**src/sv/cpu_load_meter_frame_builder_core_defines.svh**
```systemverilog
// ----------------------------------------------------------------------------
// Load meter frame builder - assertion macros
// Shared property wrappers for the core's concurrent checks.
// ----------------------------------------------------------------------------
`ifndef CPU_LOAD_METER_FRAME_BUILDER_CORE_DEFINES_SVH
`define CPU_LOAD_METER_FRAME_BUILDER_CORE_DEFINES_SVH

// same-cycle implication, clocked on clk, quiet during reset
`define CLM_ASSERT_IMP(lbl, ante, cons) \
	lbl: assert property (@(posedge clk) disable iff (!arst_n) (ante) |-> (cons)) \
		else $error("load meter check failed");

// next-cycle implication, clocked on clk, quiet during reset
`define CLM_ASSERT_NXT(lbl, ante, cons) \
	lbl: assert property (@(posedge clk) disable iff (!arst_n) (ante) |=> (cons)) \
		else $error("load meter check failed");

`endif

```
**src/sv/clm_pkg.sv**
```systemverilog
// ----------------------------------------------------------------------------
// Load meter package
// Sizes and field widths shared by the load meter frame builder.
// ----------------------------------------------------------------------------
`timescale 1ns / 1ps

package clm_pkg;

	localparam int NUM_PROCESSORS = 16;
	localparam int FRAME_BYTES    = 32;
	localparam int TIME_BITS      = 48;

	localparam int IDX_W  = 6;                       // cpu_index field
	localparam int BIDX_W = 5;                       // byte_index field
	localparam int LOAD_W = 8;                       // meter byte
	localparam int PIDX_W = $clog2(NUM_PROCESSORS);
	localparam int FIDX_W = $clog2(FRAME_BYTES);
	localparam int STEP_W = $clog2(LOAD_W);
	localparam int ACC_W  = TIME_BITS + LOAD_W;      // holds 255 * busy

	localparam int S_DATA_RAW = IDX_W + 2 * TIME_BITS;
	localparam int S_DATA_W   = ((S_DATA_RAW + 7) / 8) * 8;
	localparam int M_DATA_RAW = BIDX_W + LOAD_W;
	localparam int M_DATA_W   = ((M_DATA_RAW + 7) / 8) * 8;

endpackage

```
**src/sv/cpu_load_meter_frame_builder_core.sv**
```systemverilog
// ----------------------------------------------------------------------------
// Load meter frame builder core
// Turns per-processor idle/wall samples into load bytes of a meter frame and
// streams the whole frame out at the end of a sweep that changed it.
// ----------------------------------------------------------------------------
//  channel | dir | tdata (low bit up)                     | tlast
//  s_*     | in  | cpu_index, idle_time, wall_time        | sweep_end
//  m_*     | out | byte_index, byte_value                 | frame_last
//
//  A sample in range passes through two deltas, a repair, a multiply by 255
//  and 8 quotient steps, all through one shared 57-bit subtractor, then the
//  frame write and the sweep decision, before the next tready.
//  A sample outside the processor range goes straight to the sweep decision.
//  A frame goes out byte by byte (single read port of the frame memory),
//  each byte held while m_tready stays low; no sample is taken meanwhile.
//  Reset clears all times and marks every frame byte unwritten (reads as 0).
// ----------------------------------------------------------------------------
`timescale 1ns / 1ps

`include "cpu_load_meter_frame_builder_core_defines.svh"

module cpu_load_meter_frame_builder_core (
	input  logic                         clk,
	input  logic                         arst_n,
	input  logic                         s_tvalid,
	output logic                         s_tready,
	input  logic [clm_pkg::S_DATA_W-1:0] s_tdata,  // cpu_index, idle_time, wall_time
	input  logic                         s_tlast,  // sweep_end
	output logic                         m_tvalid,
	input  logic                         m_tready,
	output logic [clm_pkg::M_DATA_W-1:0] m_tdata,  // byte_index, byte_value
	output logic                         m_tlast   // frame_last
);

	import clm_pkg::*;

	localparam logic [3:0] ST_IDLE     = 4'd0;
	localparam logic [3:0] ST_DIDLE    = 4'd1;
	localparam logic [3:0] ST_DWALL    = 4'd2;
	localparam logic [3:0] ST_FIX      = 4'd3;
	localparam logic [3:0] ST_MUL      = 4'd4;
	localparam logic [3:0] ST_DIV      = 4'd5;
	localparam logic [3:0] ST_WRITE    = 4'd6;
	localparam logic [3:0] ST_FIN      = 4'd7;
	localparam logic [3:0] ST_EMIT_RD  = 4'd8;
	localparam logic [3:0] ST_EMIT_OUT = 4'd9;

	logic [3:0]           state_q;
	logic [IDX_W-1:0]     idx_q;
	logic [TIME_BITS-1:0] idle_q;
	logic [TIME_BITS-1:0] wall_q;
	logic                 last_q;
	logic [TIME_BITS-1:0] di_q;     // idle delta, later busy time
	logic [TIME_BITS-1:0] dw_q;     // wall delta
	logic [ACC_W-1:0]     rem_q;
	logic [ACC_W-1:0]     dsh_q;
	logic [LOAD_W-1:0]    q_q;
	logic                 dzero_q;
	logic [STEP_W-1:0]    step_q;
	logic                 chg_q;
	logic [FIDX_W-1:0]    cnt_q;
	logic [LOAD_W-1:0]    rd_q;

	logic [TIME_BITS-1:0] prev_idle_q [NUM_PROCESSORS];
	logic [TIME_BITS-1:0] prev_wall_q [NUM_PROCESSORS];
	logic                 vld_q       [FRAME_BYTES];
	logic [LOAD_W-1:0]    frame_mem   [FRAME_BYTES];

	logic [IDX_W-1:0]     in_idx;
	logic [TIME_BITS-1:0] in_idle;
	logic [TIME_BITS-1:0] in_wall;
	logic                 in_rng;
	logic [PIDX_W-1:0]    pidx;
	logic [FIDX_W-1:0]    fidx;
	logic [TIME_BITS-1:0] di_fix;
	logic [ACC_W-1:0]     op_a;
	logic [ACC_W-1:0]     op_b;
	logic [ACC_W:0]       diff_w;
	logic                 borrow;
	logic [LOAD_W-1:0]    load;
	logic [LOAD_W-1:0]    old_byte;
	logic [LOAD_W-1:0]    byte_val;
	logic                 mem_we;
	logic                 mem_re;
	logic [FIDX_W-1:0]    mem_raddr;
	logic                 in_hs;

	assign in_idx  = s_tdata[IDX_W-1:0];
	assign in_idle = s_tdata[IDX_W +: TIME_BITS];
	assign in_wall = s_tdata[IDX_W+TIME_BITS +: TIME_BITS];
	assign in_rng  = (in_idx < IDX_W'(NUM_PROCESSORS)) && (in_idx < IDX_W'(FRAME_BYTES));
	assign in_hs   = s_tvalid && s_tready;

	assign pidx   = idx_q[PIDX_W-1:0];
	assign fidx   = idx_q[FIDX_W-1:0];
	assign di_fix = di_q[TIME_BITS-1] ? '0 : di_q;

	// shared subtractor operands
	always_comb begin
		unique case (state_q)
			ST_DIDLE: begin
				op_a = ACC_W'(idle_q);
				op_b = ACC_W'(prev_idle_q[pidx]);
			end
			ST_DWALL: begin
				op_a = ACC_W'(wall_q);
				op_b = ACC_W'(prev_wall_q[pidx]);
			end
			ST_FIX: begin
				op_a = ACC_W'(dw_q);
				op_b = ACC_W'(di_fix);
			end
			ST_MUL: begin
				op_a = {di_q, LOAD_W'(0)};
				op_b = ACC_W'(di_q);
			end
			ST_DIV: begin
				op_a = rem_q;
				op_b = dsh_q;
			end
			default: begin
				op_a = '0;
				op_b = '0;
			end
		endcase
	end

	assign diff_w = {1'b0, op_a} - {1'b0, op_b};
	assign borrow = diff_w[ACC_W];

	assign load     = dzero_q ? '0 : q_q;
	assign old_byte = vld_q[fidx] ? rd_q : '0;
	assign byte_val = vld_q[cnt_q] ? rd_q : '0;

	assign mem_we    = (state_q == ST_WRITE);
	assign mem_re    = ((state_q == ST_IDLE) && s_tvalid) || (state_q == ST_EMIT_RD);
	assign mem_raddr = (state_q == ST_IDLE) ? in_idx[FIDX_W-1:0] : cnt_q;

	always_ff @(posedge clk) begin
		if (mem_we) begin
			frame_mem[fidx] <= load;
		end
		if (mem_re) begin
			rd_q <= frame_mem[mem_raddr];
		end
	end

	// payload registers of the sequencer
	always_ff @(posedge clk) begin
		unique case (state_q)
			ST_IDLE: begin
				if (in_hs) begin
					idx_q  <= in_idx;
					idle_q <= in_idle;
					wall_q <= in_wall;
				end
			end
			ST_DIDLE: di_q <= diff_w[TIME_BITS-1:0];
			ST_DWALL: dw_q <= diff_w[TIME_BITS-1:0];
			ST_FIX: begin
				// raise a short or negative wall delta to the idle delta
				if (dw_q[TIME_BITS-1] || borrow) begin
					dw_q <= di_fix;
					di_q <= '0;
				end else begin
					di_q <= diff_w[TIME_BITS-1:0];
				end
			end
			ST_MUL: begin
				rem_q   <= diff_w[ACC_W-1:0];
				dsh_q   <= ACC_W'(dw_q) << (LOAD_W - 1);
				dzero_q <= (dw_q == '0);
				q_q     <= '0;
			end
			ST_DIV: begin
				if (!borrow) begin
					rem_q <= diff_w[ACC_W-1:0];
				end
				q_q   <= {q_q[LOAD_W-2:0], !borrow};
				dsh_q <= dsh_q >> 1;
			end
			default: begin
			end
		endcase
	end

	// sequencer and control state
	always_ff @(posedge clk or negedge arst_n) begin
		if (!arst_n) begin
			state_q <= ST_IDLE;
			last_q  <= 1'b0;
			step_q  <= '0;
			chg_q   <= 1'b0;
			cnt_q   <= '0;
			for (int i = 0; i < NUM_PROCESSORS; i++) begin
				prev_idle_q[i] <= '0;
				prev_wall_q[i] <= '0;
			end
			for (int i = 0; i < FRAME_BYTES; i++) begin
				vld_q[i] <= 1'b0;
			end
		end else begin
			unique case (state_q)
				ST_IDLE: begin
					if (in_hs) begin
						last_q  <= s_tlast;
						state_q <= in_rng ? ST_DIDLE : ST_FIN;
					end
				end
				ST_DIDLE: state_q <= ST_DWALL;
				ST_DWALL: begin
					prev_idle_q[pidx] <= idle_q;
					prev_wall_q[pidx] <= wall_q;
					state_q           <= ST_FIX;
				end
				ST_FIX: state_q <= ST_MUL;
				ST_MUL: begin
					step_q  <= '0;
					state_q <= ST_DIV;
				end
				ST_DIV: begin
					step_q <= step_q + 1'b1;
					if (step_q == STEP_W'(LOAD_W - 1)) begin
						state_q <= ST_WRITE;
					end
				end
				ST_WRITE: begin
					if (load != old_byte) begin
						chg_q <= 1'b1;
					end
					vld_q[fidx] <= 1'b1;
					state_q     <= ST_FIN;
				end
				ST_FIN: begin
					// the change mark lives until the end of the sweep
					if (last_q) begin
						chg_q <= 1'b0;
					end
					cnt_q   <= '0;
					state_q <= (last_q && chg_q) ? ST_EMIT_RD : ST_IDLE;
				end
				ST_EMIT_RD: state_q <= ST_EMIT_OUT;
				ST_EMIT_OUT: begin
					// hold the byte until the request is taken
					if (m_tready) begin
						if (cnt_q == FIDX_W'(FRAME_BYTES - 1)) begin
							state_q <= ST_IDLE;
						end else begin
							cnt_q   <= cnt_q + 1'b1;
							state_q <= ST_EMIT_RD;
						end
					end
				end
				default: state_q <= ST_IDLE;
			endcase
		end
	end

	assign s_tready = (state_q == ST_IDLE);
	assign m_tvalid = (state_q == ST_EMIT_OUT);
	assign m_tdata  = M_DATA_W'({byte_val, BIDX_W'(cnt_q)});
	assign m_tlast  = (cnt_q == FIDX_W'(FRAME_BYTES - 1));

	`CLM_ASSERT_IMP(a_no_overlap, m_tvalid, !s_tready)
	`CLM_ASSERT_NXT(a_gap_between_bytes, m_tvalid && m_tready, !m_tvalid)
	`CLM_ASSERT_NXT(a_ready_after_frame, m_tvalid && m_tready && m_tlast, s_tready)

endmodule

```
**config.mk**
```make
export PLATFORM = sky130hd
export DESIGN_NAME = cpu_load_meter_frame_builder_core
export DESIGN_NICKNAME = d
export VERILOG_FILES = /design/src/sv/clm_pkg.sv /design/src/sv/cpu_load_meter_frame_builder_core.sv
export VERILOG_INCLUDE_DIRS = /design/src /design/src/sv
export SDC_FILE = /design/constraint.sdc
export NUM_CORES = 2
export LEC_CHECK = 0
export ABC_AREA = 1
export BUFFER_PORTS_ARGS = -buffer_cell sky130_fd_sc_hd__buf_2
export CAP_MARGIN = 20
export CELL_PAD_IN_SITES_DETAIL_PLACEMENT = 0
export CELL_PAD_IN_SITES_GLOBAL_PLACEMENT = 1
export CORE_ASPECT_RATIO = 0.9
export CORE_MARGIN = 4
export CORE_UTILIZATION = 45
export DETAILED_ROUTE_END_ITERATION = 8
export HOLD_SLACK_MARGIN = 0.02
export PLACE_DENSITY_LB_ADDON = 0.1
export REMOVE_ABC_BUFFERS = 1
export SYNTH_ARGS = -nofsm -noshare
export SYNTH_HDL_FRONTEND = slang
export SYNTH_SLANG_ARGS = --single-unit
```
**constraint.sdc**
```tcl
create_clock -name clk -period 8.1 [get_ports clk]
set_input_delay 0.81 -clock clk [delete_from_list [all_inputs] [get_ports clk]]
set_output_delay 0.81 -clock clk [all_outputs]
set_load 0.01 [all_outputs]
```
==> run_results.csv <==
group,metric,value,unit
outcome,status,"completed",
critical_path,slowest_stage,"nand2_2",
global_route,grt_pass1_vias,71500,
global_route,grt_max_degree,185,
critical_path,cp_data_required_time,8.73,ns
cells_and_area,multi_input_comb_area,32600,µm²
timing,min_period,6.60,ns
cells_and_area,stdcell_area,105000,µm²
place,gp_routability_congestion,0.955,
timing,max_slew_headroom,0.215,
place,place.port_buffers,122,
floorplan,io_pins,128,
synth,synth_top_family_by_area,"compound AO/OA/AOI/OAI gates",
floorplan,floorplan.rows,159,
place,post-place-cells,12000,
cells_and_area,final_cell_count_no_fill,12500,
critical_path,path_common_cell,"nor2_1",
timing,timing.clock.skew,0.0308,ns
flow_run,max-cap-violations,0,
cells_and_area,fin_nets,9688,
global_route,grt_antenna_before_repair,7,
synth,synth.yosys.seq_area_share,0.605,
timing,rsz_0062_raised_after_global_routing,"no",
global_route,gr-total-overflow,0,
synth,register_bit_total_from_synthesis,2163,
clock_network,cts_made_buffers,222,
route,iteration_0_drc_markers,8218,
synth,mappedNetlistArea,94200,µm²
floorplan,initial_utilization,0.452,
cells_and_area,layout.cells.most_common_list,"2,084 x nand2_1, 1,794 x o21ai_0, 1,582 x dfrtp_1, 735 x a22oi_1, 581 x edfxtp_1",
floorplan,die_area,217000,µm²
clock_network,tritoncts,"yes",
synth,muxShareOfSynthArea,0,
cells_and_area,fill_cells,19300,
clock_network,ctsHtreeMaxLevel,4,
power,power.leakage,43.9,nW
clock_network,post_cts.repair.setup_buffers,0,
timing,report.final.slew_viol_count,0,
global_route,global_route_wire_length_before_repair,481000,µm
synth,post_synth.cell_area_avg,9.66,µm²
route,first_pass_iters,6,
synth,synth_enable_flop_cells,581,
place,detailed_place_hpwl,196000,µm
synth,synthArstFlopShare,0.731,
timing,maximum_clock_rate,151,MHz
route,wl_per_cell,25.8,µm
clock_network,path_clk_slew,0.06,ns
critical_path,path_cells,"nor2_1 -> inv_1 -> nor2_4 -> buf_4 -> clkinv_2 -> buf_12 -> nor2_1 -> nor3_1 -> ha_1 -> a21oi_1 -> o21ai_0 -> a21oi_1 -> nor2_1 -> nor3_2 -> nand4_2 -> nand2_2 -> buf_12 -> nor2_1",
synth,synth_simple_gate_area_share,0.121,
timing,finalSetupViolCount,0,
synth,yosys.cell_types.count,60,
cells_and_area,layout-drive-gt1-share,0.0786,
critical_path,wp_buf_inv,5,
power,vdd_drop_max,0.000272,V
clock_network,ctsLongestPathBuffers,3,
route,route.vias.total,74200,
critical_path,worst-endpoint-arrival,7.23,ns
place,placed_cell_area,97200,µm²
global_route,total_track_usage,0.291,
timing,timing.final.crit_share,0.815,
synth,dominantRegCellSynth,"dfrtp_1",
critical_path,timing.critical_path.slowest_cell_delay,0.70,ns
critical_path,worstSetupEndpointType,"register",
clock_network,later_pin_clock_latency_in_the_skew_report,0.88,ns
cells_and_area,most_common_cell_after_layout_fill_and_taps_aside,"nand2_1",
timing,report.final.hold_viol_count,0,
floorplan,die_height,442,µm
floorplan,die_width,490,µm
synth,ys.warnings.count,0,
synth,synthesis.instances,9747,
floorplan,core,208000,µm²
timing,fin_ws,1.50,ns
route,drt_drc_violations_left,0,
synth,adder_cell_share_of_the_synthesized_area,0.00805,
clock_network,cts-root-buf,"clkbuf_16",
critical_path,critical_path_class,"reg -> reg",
synth,synth_compound_gate_area_share,0.211,
critical_path,worst-path-max-fanout,42,
place,pre_cts_slack,1.65,ns
critical_path,startpoint_type,"register",
clock_network,cts.sink_count,2163,
worst_hold_path,min_path_type,"in -> reg",
route,ant_nets_after_route,0,
critical_path,path_delay_family,"simple AND/OR/NAND/NOR gates",
power,total_power_per_unit_cell_area,470,nW/µm²
route,finalWirelength,322000,µm
synth,synth_xor_xnor_area_share,0.00409,
timing,tightestPinTransition,1.17,ns
cells_and_area,synthToLayoutAreaGrowth,11.3,%
cells_and_area,register_area,57000,µm²
timing,finalSetupTns,0,ns
route,via_per_inst,5.96,
## worst reg2reg max path, stage by stage, from the launching register on
cell and delay [ns]:
dfrtp_1 0.44, nor2_1 0.31, inv_1 0.22, nor2_4 0.13, buf_4 0.51, clkinv_2 0.68
buf_12 0.44, nor2_1 0.56, nor3_1 0.16, ha_1 0.41, a21oi_1 0.25, o21ai_0 0.17
a21oi_1 0.26, nor2_1 0.09, nor3_2 0.21, nand4_2 0.44, nand2_2 0.71, buf_12 0.28
nor2_1 0.09
## kinds of logic (layout without fill, tap and decap cells)
| family | Yosys count | in the layout |
|---|---|---|
| buffers and inverters | 1204 | 1171 |
| other | 1 | 6 |
| and+or+nand+nor | 2871 | 2871 |
| adders and majority gates | 60 | 60 |
| xor gates and xnor gates | 44 | 44 |
| DFF | 2163 | 2163 |
| AOI/OAI and AO/OA | 3404 | 3404 |
## stage by stage
stage	power, mW	hold slack, ns	utilization
6_report	49.3	0.100	0.503
5_1_grt	52.4	0.0514	0.503
4_1_cts	49.1	0.0394	0.503
3_5_place_dp	38.3	0.459	0.466
3_3_place_gp	37.9	0.452	0.466
2_1_floorplan	31.1	0.433	-
## cells in the mapped netlist (3+ instances only)
cell type | instances | share of area
buf_6 | 7 | 0.00084
o41ai_1 | 9 | 0.00084
a31oi_1 | 20 | 0.0013
inv_1 | 417 | 0.017
a221oi_1 | 39 | 0.0036
and3_1 | 9 | 0.00060
a21o_1 | 3 | 0.00024
o21bai_1 | 10 | 0.00080
o31ai_1 | 14 | 0.0011
dfrtp_1 | 1582 | 0.42
nand4_1 | 24 | 0.0016
o211ai_1 | 25 | 0.0020
o21ai_1 | 92 | 0.0049
buf_1 | 40 | 0.0016
o22ai_1 | 45 | 0.0030
ha_1 | 59 | 0.0078
o21ai_0 | 1795 | 0.095
nor2_2 | 7 | 0.00046
edfxtp_1 | 581 | 0.19
nor3_2 | 3 | 0.00032
buf_2 | 148 | 0.0079
o221ai_1 | 84 | 0.0078
nand3b_1 | 4 | 0.00032
buf_4 | 12 | 0.00096
clkbuf_1 | 565 | 0.023
nor4_1 | 42 | 0.0028
a21oi_1 | 481 | 0.026
or2_0 | 18 | 0.0012
a22o_1 | 9 | 0.00084
o41a_1 | 24 | 0.0029
or2_2 | 29 | 0.0019
nand2_2 | 3 | 0.00020
xor2_1 | 30 | 0.0028
inv_2 | 14 | 0.00056
nor2_1 | 471 | 0.019
a22oi_1 | 735 | 0.059
nand3_1 | 103 | 0.0055
nand2_1 | 2104 | 0.084
nor3_1 | 47 | 0.0025
o21a_1 | 3 | 0.00024
xnor2_1 | 14 | 0.0013
## path summary, 6_finish.rpt
path / from / endpoint / slack, ns / cells after the start
setup reg to reg: state_q[3] / di_q[0] / 1.50 / 18
setup / recovery: state_q[3] / di_q[0] / 1.50 / 18
max in group asynchronous: arst_n / prev_wall_q[516] / 5.28 / 4
min in group asynchronous: arst_n / prev_wall_q[365] / 0.57 / 2
hold / removal: s_tdata[77] / wall_q[23] / 0.10 / 1
hold reg to reg: vld_q[23] / vld_q[23] / 0.47 / 2
## power by group
group	total [mW]	switching [mW]	internal, mW
logic	19.2	13.2	5.96
registers	19.4	2.39	17.0
clock network	10.7	4.52	6.16
## state kept, by name, indices dropped and copies added, names as in the netlist
register and flops:
dzero_q 1, cnt_q 5, rem_q 56, state_q 4, rd_q 8, last_q 1
dsh_q 55, prev_idle_q 768, dw_q 48, chg_q 1, vld_q 32, idx_q 5
q_q 8, idle_q 48, di_q 48, frame_mem 256, wall_q 48, prev_wall_q 768
step_q 3
## final cells by class
type                       count  share of cell area
multi-input combinational   6382               0.311
inverter                     432              0.0157
clock inverter               103              0.0123
tap                         2737              0.0326
antenna                        3           0.0000716
timing repair buffer         318              0.0243
sequential                  2163               0.544
clock buffer                 318              0.0602
## metal layers
| metal | track usage | vias to the layer above | wire length [µm] |
|---|---|---|---|
| met4 | 0.0711 | 0 | 7840 |
| met2 | 0.449 | 2759 | 145000 |
| li1 | - | 33500 | - |
| met5 | 0 | - | 0 |
| met3 | 0.0413 | 440 | 21600 |
| met1 | 0.435 | 37500 | 148000 |
## timing repair
item                                   in CTS  in global routing
gates resized for setup                     0                  0
hold buffers                                1                  0
endpoints found under the hold margin     106                  0
Power figures use the tool's default switching activity.
